**src/rtl/gbs_pkg.sv**
```systemverilog
// Shared types and fixed widths for the greedy box suppression block.
// No dependencies; used by the channel interfaces and all RTL modules.
package gbs_pkg;

   localparam int COORD_W = 12;
   localparam int SIZE_W  = 11;
   localparam int AREA_W  = 2 * SIZE_W;
   localparam int THR_W   = 9;
   localparam int INDEX_W = 10;

   localparam logic [THR_W-1:0] THR_RESET = 9'd115;

   typedef struct packed {
      logic signed [COORD_W-1:0] left;
      logic signed [COORD_W-1:0] top;
      logic        [SIZE_W-1:0]  width;
      logic        [SIZE_W-1:0]  height;
   } box_type;

   typedef struct packed {
      box_type           box;
      logic [AREA_W-1:0] area;
   } entry_type;

   typedef struct packed {
      logic busy;
      logic hit;
   } cmp_type;

endpackage

```
**src/rtl/gbs_iou.sv**
```systemverilog
// Four-stage overlap pipeline: tests one kept box against the current box per beat.
// Depends on gbs_pkg for box, entry and status types.
module gbs_iou (
   input  logic                          clock,
   input  logic                          reset,
   input  logic                          in_valid,
   input  gbs_pkg::box_type              cur,
   input  logic [gbs_pkg::AREA_W-1:0]    cur_area,
   input  logic [gbs_pkg::THR_W-1:0]     thr,
   input  gbs_pkg::entry_type            kept_entry,
   output gbs_pkg::cmp_type              status
);

   localparam int AW = gbs_pkg::AREA_W;
   localparam int SW = gbs_pkg::SIZE_W;
   localparam int CW = gbs_pkg::COORD_W;

   logic signed [CW:0]   cur_r, cur_b, kb_r, kb_b, x1, y1;
   logic signed [CW-1:0] x0, y0;
   logic signed [CW+1:0] dx, dy;
   logic [SW-1:0]        dx_in, dy_in, dx_ff, dy_ff;
   logic [AW-1:0]        karea_ff;
   logic                 s1_valid_ff, s2_valid_ff, s3_valid_ff, s4_valid_ff;
   logic [AW-1:0]        inter_in, inter_ff;
   logic [AW:0]          sum_in, sum_ff, uni;
   logic [31:0]          prod_in, prod_ff;
   logic [AW+7:0]        lhs_in, lhs_ff;
   logic                 nz_in, nz_ff, hit_in, hit_ff;

   // stage 1: overlap extents
   always_comb begin
      cur_r = $signed({cur.left[CW-1], cur.left}) + $signed({2'b00, cur.width});
      cur_b = $signed({cur.top[CW-1], cur.top}) + $signed({2'b00, cur.height});
      kb_r  = $signed({kept_entry.box.left[CW-1], kept_entry.box.left})
            + $signed({2'b00, kept_entry.box.width});
      kb_b  = $signed({kept_entry.box.top[CW-1], kept_entry.box.top})
            + $signed({2'b00, kept_entry.box.height});
      x0 = (cur.left > kept_entry.box.left) ? cur.left : kept_entry.box.left;
      y0 = (cur.top > kept_entry.box.top) ? cur.top : kept_entry.box.top;
      x1 = (cur_r < kb_r) ? cur_r : kb_r;
      y1 = (cur_b < kb_b) ? cur_b : kb_b;
      dx = $signed({x1[CW], x1}) - $signed({{2{x0[CW-1]}}, x0});
      dy = $signed({y1[CW], y1}) - $signed({{2{y0[CW-1]}}, y0});
      dx_in = (dx > 14'sd0) ? dx[SW-1:0] : '0;
      dy_in = (dy > 14'sd0) ? dy[SW-1:0] : '0;
   end

   // stage 2: intersection and area sum
   assign inter_in = dx_ff * dy_ff;
   assign sum_in   = {1'b0, cur_area} + {1'b0, karea_ff};

   // stage 3: union and scaled threshold
   assign uni     = sum_ff - {1'b0, inter_ff};
   assign prod_in = {{(32-gbs_pkg::THR_W){1'b0}}, thr} * {{(31-AW){1'b0}}, uni};
   assign lhs_in  = {inter_ff, 8'b0};
   assign nz_in   = (uni != '0);

   // stage 4: compare
   assign hit_in = s3_valid_ff && nz_ff && ({{(32-AW-8){1'b0}}, lhs_ff} > prod_ff);

   always_ff @(posedge clock) begin
      if (reset) begin
         s1_valid_ff <= 1'b0;
         s2_valid_ff <= 1'b0;
         s3_valid_ff <= 1'b0;
         s4_valid_ff <= 1'b0;
         hit_ff      <= 1'b0;
      end else begin
         s1_valid_ff <= in_valid;
         s2_valid_ff <= s1_valid_ff;
         s3_valid_ff <= s2_valid_ff;
         s4_valid_ff <= s3_valid_ff;
         hit_ff      <= hit_in;
      end
   end

   always_ff @(posedge clock) begin
      dx_ff    <= dx_in;
      dy_ff    <= dy_in;
      karea_ff <= kept_entry.area;
      inter_ff <= inter_in;
      sum_ff   <= sum_in;
      prod_ff  <= prod_in;
      lhs_ff   <= lhs_in;
      nz_ff    <= nz_in;
   end

   assign status.busy = s1_valid_ff | s2_valid_ff | s3_valid_ff | s4_valid_ff;
   assign status.hit  = hit_ff;

endmodule

```
**config.mk**
```make
export PLATFORM = sky130hd
export DESIGN_NAME = gbs_iou
export DESIGN_NICKNAME = d
export VERILOG_FILES = /design/src/rtl/gbs_pkg.sv /design/src/rtl/gbs_iou.sv
export SDC_FILE = /design/constraint.sdc
export NUM_CORES = 1
export LEC_CHECK = 0
export BUFFER_PORTS_ARGS = -buffer_cell sky130_fd_sc_hd__buf_2
export CELL_PAD_IN_SITES_DETAIL_PLACEMENT = 1
export CELL_PAD_IN_SITES_GLOBAL_PLACEMENT = 2
export CORE_UTILIZATION = 35
export CTS_CLUSTER_DIAMETER = 150
export DETAILED_ROUTE_END_ITERATION = 6
export GPL_TIMING_DRIVEN = 0
export PLACE_DENSITY = 0.89
export SKIP_LAST_GASP = 1
export SLEW_MARGIN = 20
export SYNTH_ARGS = -nofsm -noshare
export SYNTH_HDL_FRONTEND = slang
export SYNTH_SLANG_ARGS = --single-unit
```
**constraint.sdc**
```tcl
create_clock -name clock -period 7.2 [get_ports clock]
set_clock_uncertainty 0.05 [all_clocks]
set_input_delay 0 -clock clock [delete_from_list [all_inputs] [get_ports clock]]
set_output_delay 0 -clock clock [all_outputs]
set_load 0.02 [all_outputs]
```
==> impl_metrics.csv, run 1 <==
group,metric,value,unit
yosys,async_flop_share,0,%
sta,period_needed,7.105,ns
die,row_count,88,
sta,tightest_slew,1.150,ns
sta,drv_slew,0,
final_layout,fin_nets,3253,
yosys,ys_ff_latch,149,
clocking,cts_buffer_depth,2,
detailed_routing,dr.pass1.iters,4,
sta,hold_ws,0.03293,ns
sta,setup_violations,0,
clocking,h-tree-depth,4,
die,die_w,244.0,µm
yosys,postSynthAreaPerCell,8.825,µm²
yosys,synth_edf_count,0,
die,ioPinCount,150,
die,die_area,59520,µm²
yosys,synth-warning-count,0,
yosys,syn_area,20490,µm²
hold_path,hold_start,"cur_area[12]",
detailed_routing,drc_errors,0,
detailed_routing,vias_per_cell,4.983,
yosys,synth_cell_types,76,
global_route,grt_usage,19.97,%
setup_path,path_class,"register to register",
hold_path,hold_path_depth,3,
setup_path,rr_startpoint,"inter_ff[1]",
clocking,cts_made_buffers,17,
detailed_routing,wire_per_inst,17.48,µm
yosys,ys_seq_area_share,14.56,%
outcome,outcome,"finished, final reports clean",
global_route,antenna_found_initial,0,
clocking,root_buffer,"clkbuf_16",
yosys,synthFlopType,"dfxtp_1",
setup_path,worst_r2r_endpoint,"prod_ff[30]",
clocking,cts_tree,"done",
flow_run,maxCapViolCount,0,
final_layout,final_cell_mix,"inv_1, ha_1, fa_1",
placed_design,port_buffers,149,
hold_path,hold_path_end,"sum_ff[12]",
global_route,grt_max_degree,17,
final_layout,final_common_cell,"inv_1",
placed_design,gp_congestion,0.8814,
final_layout,syn2layout_area_growth,18.12,%
setup_path,endpoint_kind,"register",
clocking,path_clk_slew,0.06,ns
sta,finalCritPeriodShare,98.68,%
detailed_routing,wl,58.63,mm
detailed_routing,vias,16720,
final_layout,drive_gt1_share,12.29,%
setup_path,cp_data_arrival_time,7.47,ns
setup_path,crit_path_start,"inter_ff[1]",
final_layout,multiInputGateArea,16380,µm²
global_route,grt-ovfl-total,0,
setup_path,ff2ff_path_depth,27,
detailed_routing,ant_nets,0,
final_layout,final-seq-area,2987,µm²
setup_path,worstPathRequired,7.56,ns
sta,finalHoldViolCount,0,
hold_path,hp-class,"input port to register",
sta,rsz0062_at_grt,"yes",
setup_path,r2r_setup_slack,0.1,ns
die,start_util,35.45,%
clocking,clkLatencyLatePin,0.49,ns
sta,maxSlewHeadroom,22.77,%
detailed_routing,drt_iter0_drc,467,
yosys,synthCells,2322,
yosys,syn_nets,3000,
global_route,grt_pass1_vias,18670,
die,dieHeight,244.0,µm
die,core_area,57810,µm²
placed_design,hpwl,48.17,mm
setup_path,setup.worst_path.start_class,"register",
final_layout,n_fill_cell,6809,
global_route,grt_pass1_wl,94.18,mm
clocking,cts.sinks,149,
sta,max_freq,0.1407,GHz
setup_path,path_max_fanout,6,
## synthesized netlist by cell type (all sizes together) (9+ instances only)
| library cell | number | share of area (%) |
|---|---|---|
| or2 | 9 | 0.27 |
| nand2b | 17 | 0.52 |
| ha | 294 | 18 |
| a211oi | 10 | 0.37 |
| dfxtp | 149 | 15 |
| nand4 | 19 | 0.58 |
| clkbuf | 45 | 0.82 |
| nor2b | 48 | 1.5 |
| o21bai | 18 | 0.66 |
| nor2 | 82 | 1.5 |
| fa | 236 | 23 |
| mux2i | 40 | 2.0 |
| inv | 402 | 7.4 |
| xnor2 | 87 | 3.7 |
| and2 | 164 | 5.0 |
| a21oi | 103 | 2.5 |
| mux2 | 9 | 0.49 |
| xor2 | 40 | 1.7 |
| a21o | 68 | 2.5 |
| o21ai | 64 | 1.6 |
| nor3 | 30 | 0.73 |
| o21a | 23 | 0.84 |
| or3 | 11 | 0.34 |
| nand3 | 21 | 0.51 |
| a31oi | 10 | 0.31 |
| and3 | 11 | 0.34 |
| nand2 | 209 | 3.8 |
## critical path, cell delays in order (launching register included)
cell and delay (ns):
dfxtp_2 0.34, inv_1 0.07, ha_1 0.28, nor2b_4 0.14, o31a_1 0.32, o211ai_1 0.19
buf_4 0.15, a21oi_2 0.06, or3_4 0.40, a31o_4 0.28, a2111oi_4 0.36, nand3b_1 0.32
buf_6 0.16, buf_4 0.14, and2_1 0.16, fa_1 0.46, fa_1 0.52, fa_1 0.49
inv_1 0.05, fa_1 0.55, inv_1 0.08, ha_2 0.38, and4_1 0.24, nor2b_2 0.20
nor3_4 0.07, o31a_1 0.27, o21bai_1 0.18, xor2_1 0.15
## sequential cells by signal, indices dropped and copies added, names as in the netlist
register / count
inter_ff: 22
nz_ff: 1
sum_ff: 23
s1_valid_ff: 1
lhs_ff: 22
dy_ff: 11
s3_valid_ff: 1
dx_ff: 11
prod_ff: 32
hit_ff: 1
s2_valid_ff: 1
karea_ff: 22
s4_valid_ff: 1
## worst max path at each step
stage,to,slack (ns),cells after the start
global placement,prod_ff[31],-0.78,30
floorplan,prod_ff[28],0.46,29
detailed placement,prod_ff[31],-0.86,32
CTS,prod_ff[31],-0.05,30
global route,prod_ff[31],-0.18,31
finish,prod_ff[30],0.1,27
## cell families (layout without fill, tap and decap cells)
| logic type | after synthesis | count (layout) | share of synthesized area, % |
|---|---|---|---|
| AND/OR/NAND/NOR | 657 | 657 | 16.61 |
| adder cells (fa/ha/maj) | 532 | 532 | 41.11 |
| buffers and inverters | 451 | 716 | 8.292 |
| AO/OA/AOI/OAI | 357 | 357 | 11.52 |
| flip-flops | 149 | 149 | 14.56 |
| XOR/XNOR | 127 | 128 | 5.465 |
| multiplexers | 49 | 49 | 2.449 |
| other | 0 | 2 | 0 |
## what timing repair did
item	4_1_cts	5_1_grt
pin swaps	8	59
hold buffers	50	0
setup endpoints to repair	12	27
resized for setup	33	68
endpoints found under the hold margin	50	0
setup buffers	8	27
gates cloned	1	0
## stage by stage
| stage | util [%] | std cells | cell area, µm² | setup TNS, ns | setup WS, ns |
|---|---|---|---|---|---|
| after CTS | 40.87 | 3327 | 23630 | -0.04916 | -0.04916 |
| after floorplan | - | 2322 | 20490 | 0 | 0.4553 |
| after global placement | 38.39 | 3236 | 22190 | -5.008 | -0.7823 |
| after detailed placement | 38.39 | 3236 | 22190 | -6.131 | -0.8580 |
| after global routing | 41.86 | 3353 | 24200 | -0.4345 | -0.1760 |
| final | 41.87 | 3355 | 24200 | 0 | 0.09507 |
## layout make-up
cell class | count | share of cell area (%)
Antenna cell | 2 | 0.02068
Multi-Input combinational cell | 1723 | 67.68
Buffer | 48 | 0.7702
Tap cell | 765 | 3.955
Sequential cell | 149 | 12.34
Clock buffer | 20 | 1.845
Inverter | 402 | 6.234
Timing Repair Buffer | 234 | 6.420
Clock inverter | 12 | 0.7340
## per-layer routing
| metal | GRT usage (%) | share of wire (%) |
|---|---|---|
| met5 | 0 | 0 |
| met2 | 36.98 | 52 |
| met3 | 2.283 | 2.2 |
| met1 | 23.43 | 42 |
| met4 | 7.463 | 2.9 |
Power of run 1 is left out: the tool's default activity adds up to more than one toggle a clock period on the data nets, which glitch-free logic cannot reach.
==> run 2, diff against run 1 <==
--- a/config.mk
+++ b/config.mk
@@ -5,14 +5,15 @@
 export SDC_FILE = /design/constraint.sdc
 export NUM_CORES = 1
 export LEC_CHECK = 0
-export BUFFER_PORTS_ARGS = -buffer_cell sky130_fd_sc_hd__buf_2
 export CELL_PAD_IN_SITES_DETAIL_PLACEMENT = 1
 export CELL_PAD_IN_SITES_GLOBAL_PLACEMENT = 2
-export CORE_UTILIZATION = 35
+export CORE_UTILIZATION = 38
 export CTS_CLUSTER_DIAMETER = 150
 export DETAILED_ROUTE_END_ITERATION = 6
+export DONT_BUFFER_PORTS = 1
 export GPL_TIMING_DRIVEN = 0
-export PLACE_DENSITY = 0.89
+export PLACE_DENSITY = 0.91
+export REMOVE_ABC_BUFFERS = 1
 export SKIP_LAST_GASP = 1
 export SLEW_MARGIN = 20
 export SYNTH_ARGS = -nofsm -noshare
==> run 2 against run 1 <==
  * The flow now finishes with violations (DRC)
  * Wire length is 4.1% lower
  * Final cell count down 7.7%
  * Global-route usage up 0.99 points
  * Register-to-register slack worse by 0.04 ns
  * Utilization increased by 2.2 points
  * Maximum frequency shrank 0.55%
  * Critical path type unchanged
==> impl_metrics.csv, run 2 (synthesis gave the netlist of run 1 again) <==
group,metric,value,unit
outcome,outcome,"complete, but fails checks",
outcome,violations,"DRC",
sta,rsz0062_at_grt,"yes",
detailed_routing,vias_per_cell,5.232,
final_layout,final_common_cell,"inv_1",
detailed_routing,dr.pass1.iters,6,
setup_path,cp_slowest_cell,"fa_1",
final_layout,largest_reg_flops,32,
sta,setup_violations,0,
detailed_routing,wl,56.23,mm
sta,tightest_slew,1.203,ns
die,die_area,54860,µm²
detailed_routing,vias,16190,
flow_run,maxCapViolCount,0,
final_layout,final_cell_mix,"inv_1, ha_1, fa_1",
final_layout,drive_gt1_share,7.030,%
global_route,grt_usage,20.97,%
die,row_count,84,
sta,finalCritPeriodShare,99.22,%
hold_path,hp-class,"input port to register",
sta,hold_ws,0.01427,ns
global_route,antenna_found_initial,5,
sta,setup_tns,0,ns
setup_path,worstPathRequired,7.51,ns
sta,drv_slew,0,
setup_path,setup.worst_path.start_class,"register",
die,core_area,52870,µm²
clocking,cts_tree,"done",
detailed_routing,drt_iter0_drc,502,
sta,finalHoldViolCount,0,
detailed_routing,route.met3.wl,1.803,mm
die,start_util,38.76,%
final_layout,regMostFlops,"prod_ff",
setup_path,cp_data_arrival_time,7.45,ns
clocking,cts_made_buffers,17,
setup_path,endpoint_kind,"register",
setup_path,rr_startpoint,"sum_ff[0]",
sta,maxSlewHeadroom,19.24,%
placed_design,gp_congestion,0.9275,
global_route,grt_pass1_vias,18590,
sta,max_freq,0.1400,GHz
clocking,root_buffer,"clkbuf_16",
detailed_routing,wl_met2,30.35,mm
die,dieHeight,234.2,µm
detailed_routing,wl_met1,22.63,mm
setup_path,path_max_fanout,5,
final_layout,fin_nets,3069,
setup_path,cp_slowest_stage_delay,0.53,ns
die,ioPinCount,150,
clocking,path_clk_slew,0.07,ns
die,die_w,234.2,µm
placed_design,hpwl,44.24,mm
final_layout,largestRegisters,"prod_ff: 32 flops, sum_ff: 23 flops",
clocking,cts_buffer_depth,2,
sta,period_needed,7.144,ns
final_layout,syn2layout_area_growth,13.59,%
final_layout,n_fill_cell,6104,
global_route,grt-ovfl-total,0,
global_route,grt_max_degree,24,
global_route,grt_pass1_wl,91.97,mm
setup_path,path_common_cell,"fa_1",
detailed_routing,ant_nets,0,
clocking,h-tree-depth,4,
setup_path,crit_path_start,"sum_ff[0]",
detailed_routing,drc_errors,6,
setup_path,path_class,"register to register",
clocking,cts.sinks,149,
hold_path,hold_start,"kept_entry[49]",
detailed_routing,highest_layer,"met5",
clocking,clkLatencyLatePin,0.45,ns
detailed_routing,wire_per_inst,18.17,µm
placed_design,port_buffers,0,
run 2: changes by cell type in the layout (fill, tap and decap cells not counted), sizes merged:
cell / before / now
buf: 188 / 34
bufinv: 4 / 1
clkbuf: 64 / 18
clkinv: 3 / 1
clkinvlp: 4 / 3
diode: 2 / 3
dlygate4sd3: 50 / 65
inv: 403 / 411
xnor2: 88 / 87
run 2: layout make-up:
| class | count | area (µm²) | area share (%) |
|---|---|---|---|
| Tap cell | 688 | 860.8 | 3.699 |
| Sequential cell | 149 | 2993 | 12.86 |
| Inverter | 402 | 1511 | 6.494 |
| Clock inverter | 14 | 157.7 | 0.6773 |
| Timing Repair Buffer | 99 | 913.4 | 3.924 |
| Antenna cell | 3 | 7.507 | 0.03225 |
| Multi-Input combinational cell | 1722 | 16390 | 70.43 |
| Clock buffer | 18 | 439.2 | 1.887 |
run 2: timing repair:
action / CTS / global route
pin swaps: 15 / 63
resized for setup: 41 / 65
setup buffers: 7 / 25
endpoints found under the hold margin: 59 / 0
hold buffers: 65 / 0
gates cloned: 0 / 0
endpoints found under the setup margin: 18 / 9
run 2: stage by stage:
step	cell area, µm²	utilization, %	setup WS (ns)	cells
after floorplan	20300	-	0.4553	2273
after global placement	21160	40.03	-0.7783	2961
after detailed placement	21180	40.07	-0.9548	2963
after CTS	22790	43.11	-0.002095	3067
after global routing	23270	44.02	-0.2169	3093
final	23270	44.03	0.05607	3095
run 2: path summary, 6_finish.rpt:
| check | end | slack (ns) | depth (start not counted) |
|---|---|---|---|
| max reg2reg | prod_ff[28] | 0.06 | 30 |
| max | prod_ff[28] | 0.06 | 30 |
| min | dy_ff[5] | 0.01 | 4 |
| min reg2reg | lhs_ff[26] | 0.31 | 0 |
run 2: layer usage:
layer  vias up  GRT usage [%]
met5         -              0
met4         6          6.230
met3        91          3.052
met2       250          40.74
met1      8163          23.16
li1       7683              -
run 2: critical path: cells and delay by family (launching register included):
kind	cells	cell delay, ns
adders and majority gates	7	2.80
buffers and inverters	6	0.45
xor gates and xnor gates	2	0.43
and+or+nand+nor	6	1.10
DFF	1	0.32
AOI/OAI and AO/OA	9	1.90
Power of run 2 is left out for the same reason.
==> run 3, diff against run 2 <==
--- a/config.mk
+++ b/config.mk
@@ -5,14 +5,15 @@
 export SDC_FILE = /design/constraint.sdc
 export NUM_CORES = 1
 export LEC_CHECK = 0
+export ABC_AREA = 1
 export CELL_PAD_IN_SITES_DETAIL_PLACEMENT = 1
 export CELL_PAD_IN_SITES_GLOBAL_PLACEMENT = 2
-export CORE_UTILIZATION = 38
+export CORE_UTILIZATION = 35
 export CTS_CLUSTER_DIAMETER = 150
 export DETAILED_ROUTE_END_ITERATION = 6
 export DONT_BUFFER_PORTS = 1
 export GPL_TIMING_DRIVEN = 0
-export PLACE_DENSITY = 0.91
+export PLACE_DENSITY = 0.9
 export REMOVE_ABC_BUFFERS = 1
 export SKIP_LAST_GASP = 1
 export SLEW_MARGIN = 20
==> run 3 against run 2 <==
  * The run ends with hold timing left
  * Global-route usage is 0.89 points lower
  * Utilization decreased by 5.4 points
  * Sequential share of layout area down 0.34 points
==> impl_metrics.csv, run 3 <==
group,metric,value,unit
global_route,grt_usage,20.07,%
setup_path,ff2ff_path_depth,30,
detailed_routing,wl_met1,27.16,mm
sta,maxSlewHeadroom,47.61,%
setup_path,rr_startpoint,"inter_ff[0]",
die,ioPinCount,150,
yosys,ys_ff_latch,149,
die,row_count,91,
yosys,synth_cell_types,50,
placed_design,port_buffers,0,
setup_path,setup.worst_path.start_class,"register",
yosys,yosysMostFrequentCell,"nand2_1",
die,start_util,35.40,%
setup_path,r2r_setup_slack,0.58,ns
sta,hold_ws,-0.007698,ns
setup_path,worst_r2r_endpoint,"prod_ff[27]",
yosys,syn_area,21850,µm²
outcome,violations,"hold timing",
detailed_routing,vias_per_cell,4.828,
final_layout,finalInstanceArea,23830,µm²
yosys,synth_top_area_share,21.62,%
final_layout,drive_gt1_share,3.168,%
detailed_routing,wire_per_inst,15.97,µm
sta,tightest_slew,0.7830,ns
yosys,ys_seq_area_share,13.65,%
setup_path,crit_family,"adder cells",
setup_path,worstPathRequired,7.48,ns
global_route,grt-ovfl-total,0,
setup_path,path_max_fanout,8,
outcome,outcome,"complete, but fails checks",
global_route,grt_max_degree,24,
sta,period_needed,6.617,ns
clocking,cts_buffer_depth,2,
global_route,grt_pass1_vias,20580,
final_layout,regMostFlops,"prod_ff",
final_layout,largestRegisters,"prod_ff: 32 flops, sum_ff: 23 flops",
yosys,async_flop_share,0,%
detailed_routing,route.met3.wl,1.454,mm
clocking,path_clk_slew,0.07,ns
clocking,h-tree-depth,4,
final_layout,n_fill_cell,7788,
clocking,cts_setup_buffers,0,
setup_path,path_class,"register to register",
detailed_routing,wl,61.25,mm
yosys,ys_top_cells_by_count,"nand2_1, inv_1, ha_1, nor2_1, fa_1",
setup_path,cp_slowest_cell,"fa_1",
die,die_area,63430,µm²
final_layout,largest_reg_flops,32,
hold_path,hold_path_end,"dx_ff[0]",
placed_design,placed_area,22640,µm²
detailed_routing,drt_iter0_drc,582,
sta,setup_tns,0,ns
detailed_routing,ant_nets,0,
hold_path,hold_start,"cur[34]",
clocking,cts_made_buffers,17,
clocking,clkLatencyLatePin,0.46,ns
setup_path,path_common_cell,"nand2_1",
yosys,synth_top_area_cell,"fa_1",
final_layout,final_common_cell,"nand2_1",
yosys,synth-warning-count,0,
sta,rsz0062_at_grt,"no",
flow_run,maxCapViolCount,0,
global_route,antenna_found_initial,2,
placed_design,gp_congestion,0.8479,
detailed_routing,dr.pass1.iters,4,
hold_path,hold_path_depth,4,
setup_path,cp_data_arrival_time,6.90,ns
die,dieHeight,251.9,µm
yosys,yosys-top-cells-area,"fa_1, ha_1, dfxtp_1",
yosys,synthFlopType,"dfxtp_1",
setup_path,path_buf_inv,5,
final_layout,fin_nets,3664,
final_layout,antenna_cells,0,
setup_path,cp_slowest_stage_delay,0.54,ns
setup_path,endpoint_kind,"register",
die,die_w,251.9,µm
sta,drv_slew,0,
clocking,cts_tree,"done",
clocking,root_buffer,"clkbuf_16",
placed_design,hpwl,53.10,mm
sta,finalCritPeriodShare,91.91,%
die,core_area,61710,µm²
detailed_routing,wl_met2,31.62,mm
hold_path,hp-class,"input port to register",
detailed_routing,vias,18520,
yosys,synth_edf_count,0,
clocking,cts.sinks,149,
global_route,grt_pass1_wl,101.9,mm
detailed_routing,drc_errors,0,
sta,setup_violations,0,
detailed_routing,highest_layer,"met5",
sta,finalHoldViolCount,1,
final_layout,syn2layout_area_growth,9.065,%
sta,max_freq,0.1511,GHz
yosys,synthCells,2962,
final_layout,final_cell_mix,"nand2_1, inv_1, ha_1",
yosys,postSynthAreaPerCell,7.376,µm²
==> run 3: repair_timing <==
action / in CTS / in global routing
endpoints found under the setup margin: 0 / 3
hold endpoints to repair: 56 / 0
resized for setup: 0 / 2
hold buffers: 56 / 0
==> run 3: worst max path at each step <==
stage,from,endpoint,slack (ns),depth (start not counted)
2_1_floorplan,sum_ff[0],prod_ff[31],1.70,31
3_3_place_gp,inter_ff[0],prod_ff[31],0.44,30
3_5_place_dp,inter_ff[0],prod_ff[31],0.40,30
4_1_cts,inter_ff[0],prod_ff[31],0.35,30
5_1_grt,inter_ff[0],prod_ff[27],0.08,30
6_report,inter_ff[0],prod_ff[27],0.58,30
==> run 3: area by class of cell <==
class	count	area, µm²	area share (%)
well taps	837	1047	4.395
clock buffers	18	439.2	1.843
repair buffers	56	560.5	2.352
multi-input cells	2156	16340	68.56
clock inverters	14	187.7	0.7876
flip-flops and latches	149	2983	12.52
inverters	606	2275	9.546
==> run 3: through the flow <==
stage / std cells / setup slack (ns) / hold WS [ns] / util, %
final: 3836 / 0.5826 / -0.007698 / 38.61
after floorplan: 2911 / 1.695 / -0.02228 / -
after detailed placement: 3748 / 0.4012 / -0.02225 / 36.68
after global placement: 3748 / 0.4402 / -0.02225 / 36.68
after global routing: 3836 / 0.08151 / 0.005013 / 38.61
after CTS: 3836 / 0.3477 / 0.0009868 / 38.60
==> run 3: logic make-up (layout without fill, tap and decap cells) <==
kind of cell / count (synthesis) / after routing / share of synthesized area (%)
AOI/OAI and AO/OA: 333 / 333 / 8.533
xor gates and xnor gates: 121 / 121 / 4.971
adders and majority gates: 530 / 530 / 38.46
buffers and inverters: 657 / 694 / 11.60
DFF: 149 / 149 / 13.65
and+or+nand+nor: 1172 / 1172 / 22.78
==> run 3: per-layer routing <==
layer	vias to the layer above	global-route usage, %
met4	4	4.537
li1	9261	-
met2	207	37.40
met3	60	2.259
met5	-	0
met1	8988	24.52
==> run 3: worst reg2reg max path: cells and delay by family (launching register included) <==
kind | cells | cell delay, ns
AOI/OAI and AO/OA | 2 | 0.28
xor gates and xnor gates | 1 | 0.15
adders and majority gates | 7 | 3.00
buffers and inverters | 5 | 0.45
DFF | 1 | 0.39
and+or+nand+nor | 15 | 2.19
Power of run 3 is left out for the same reason.
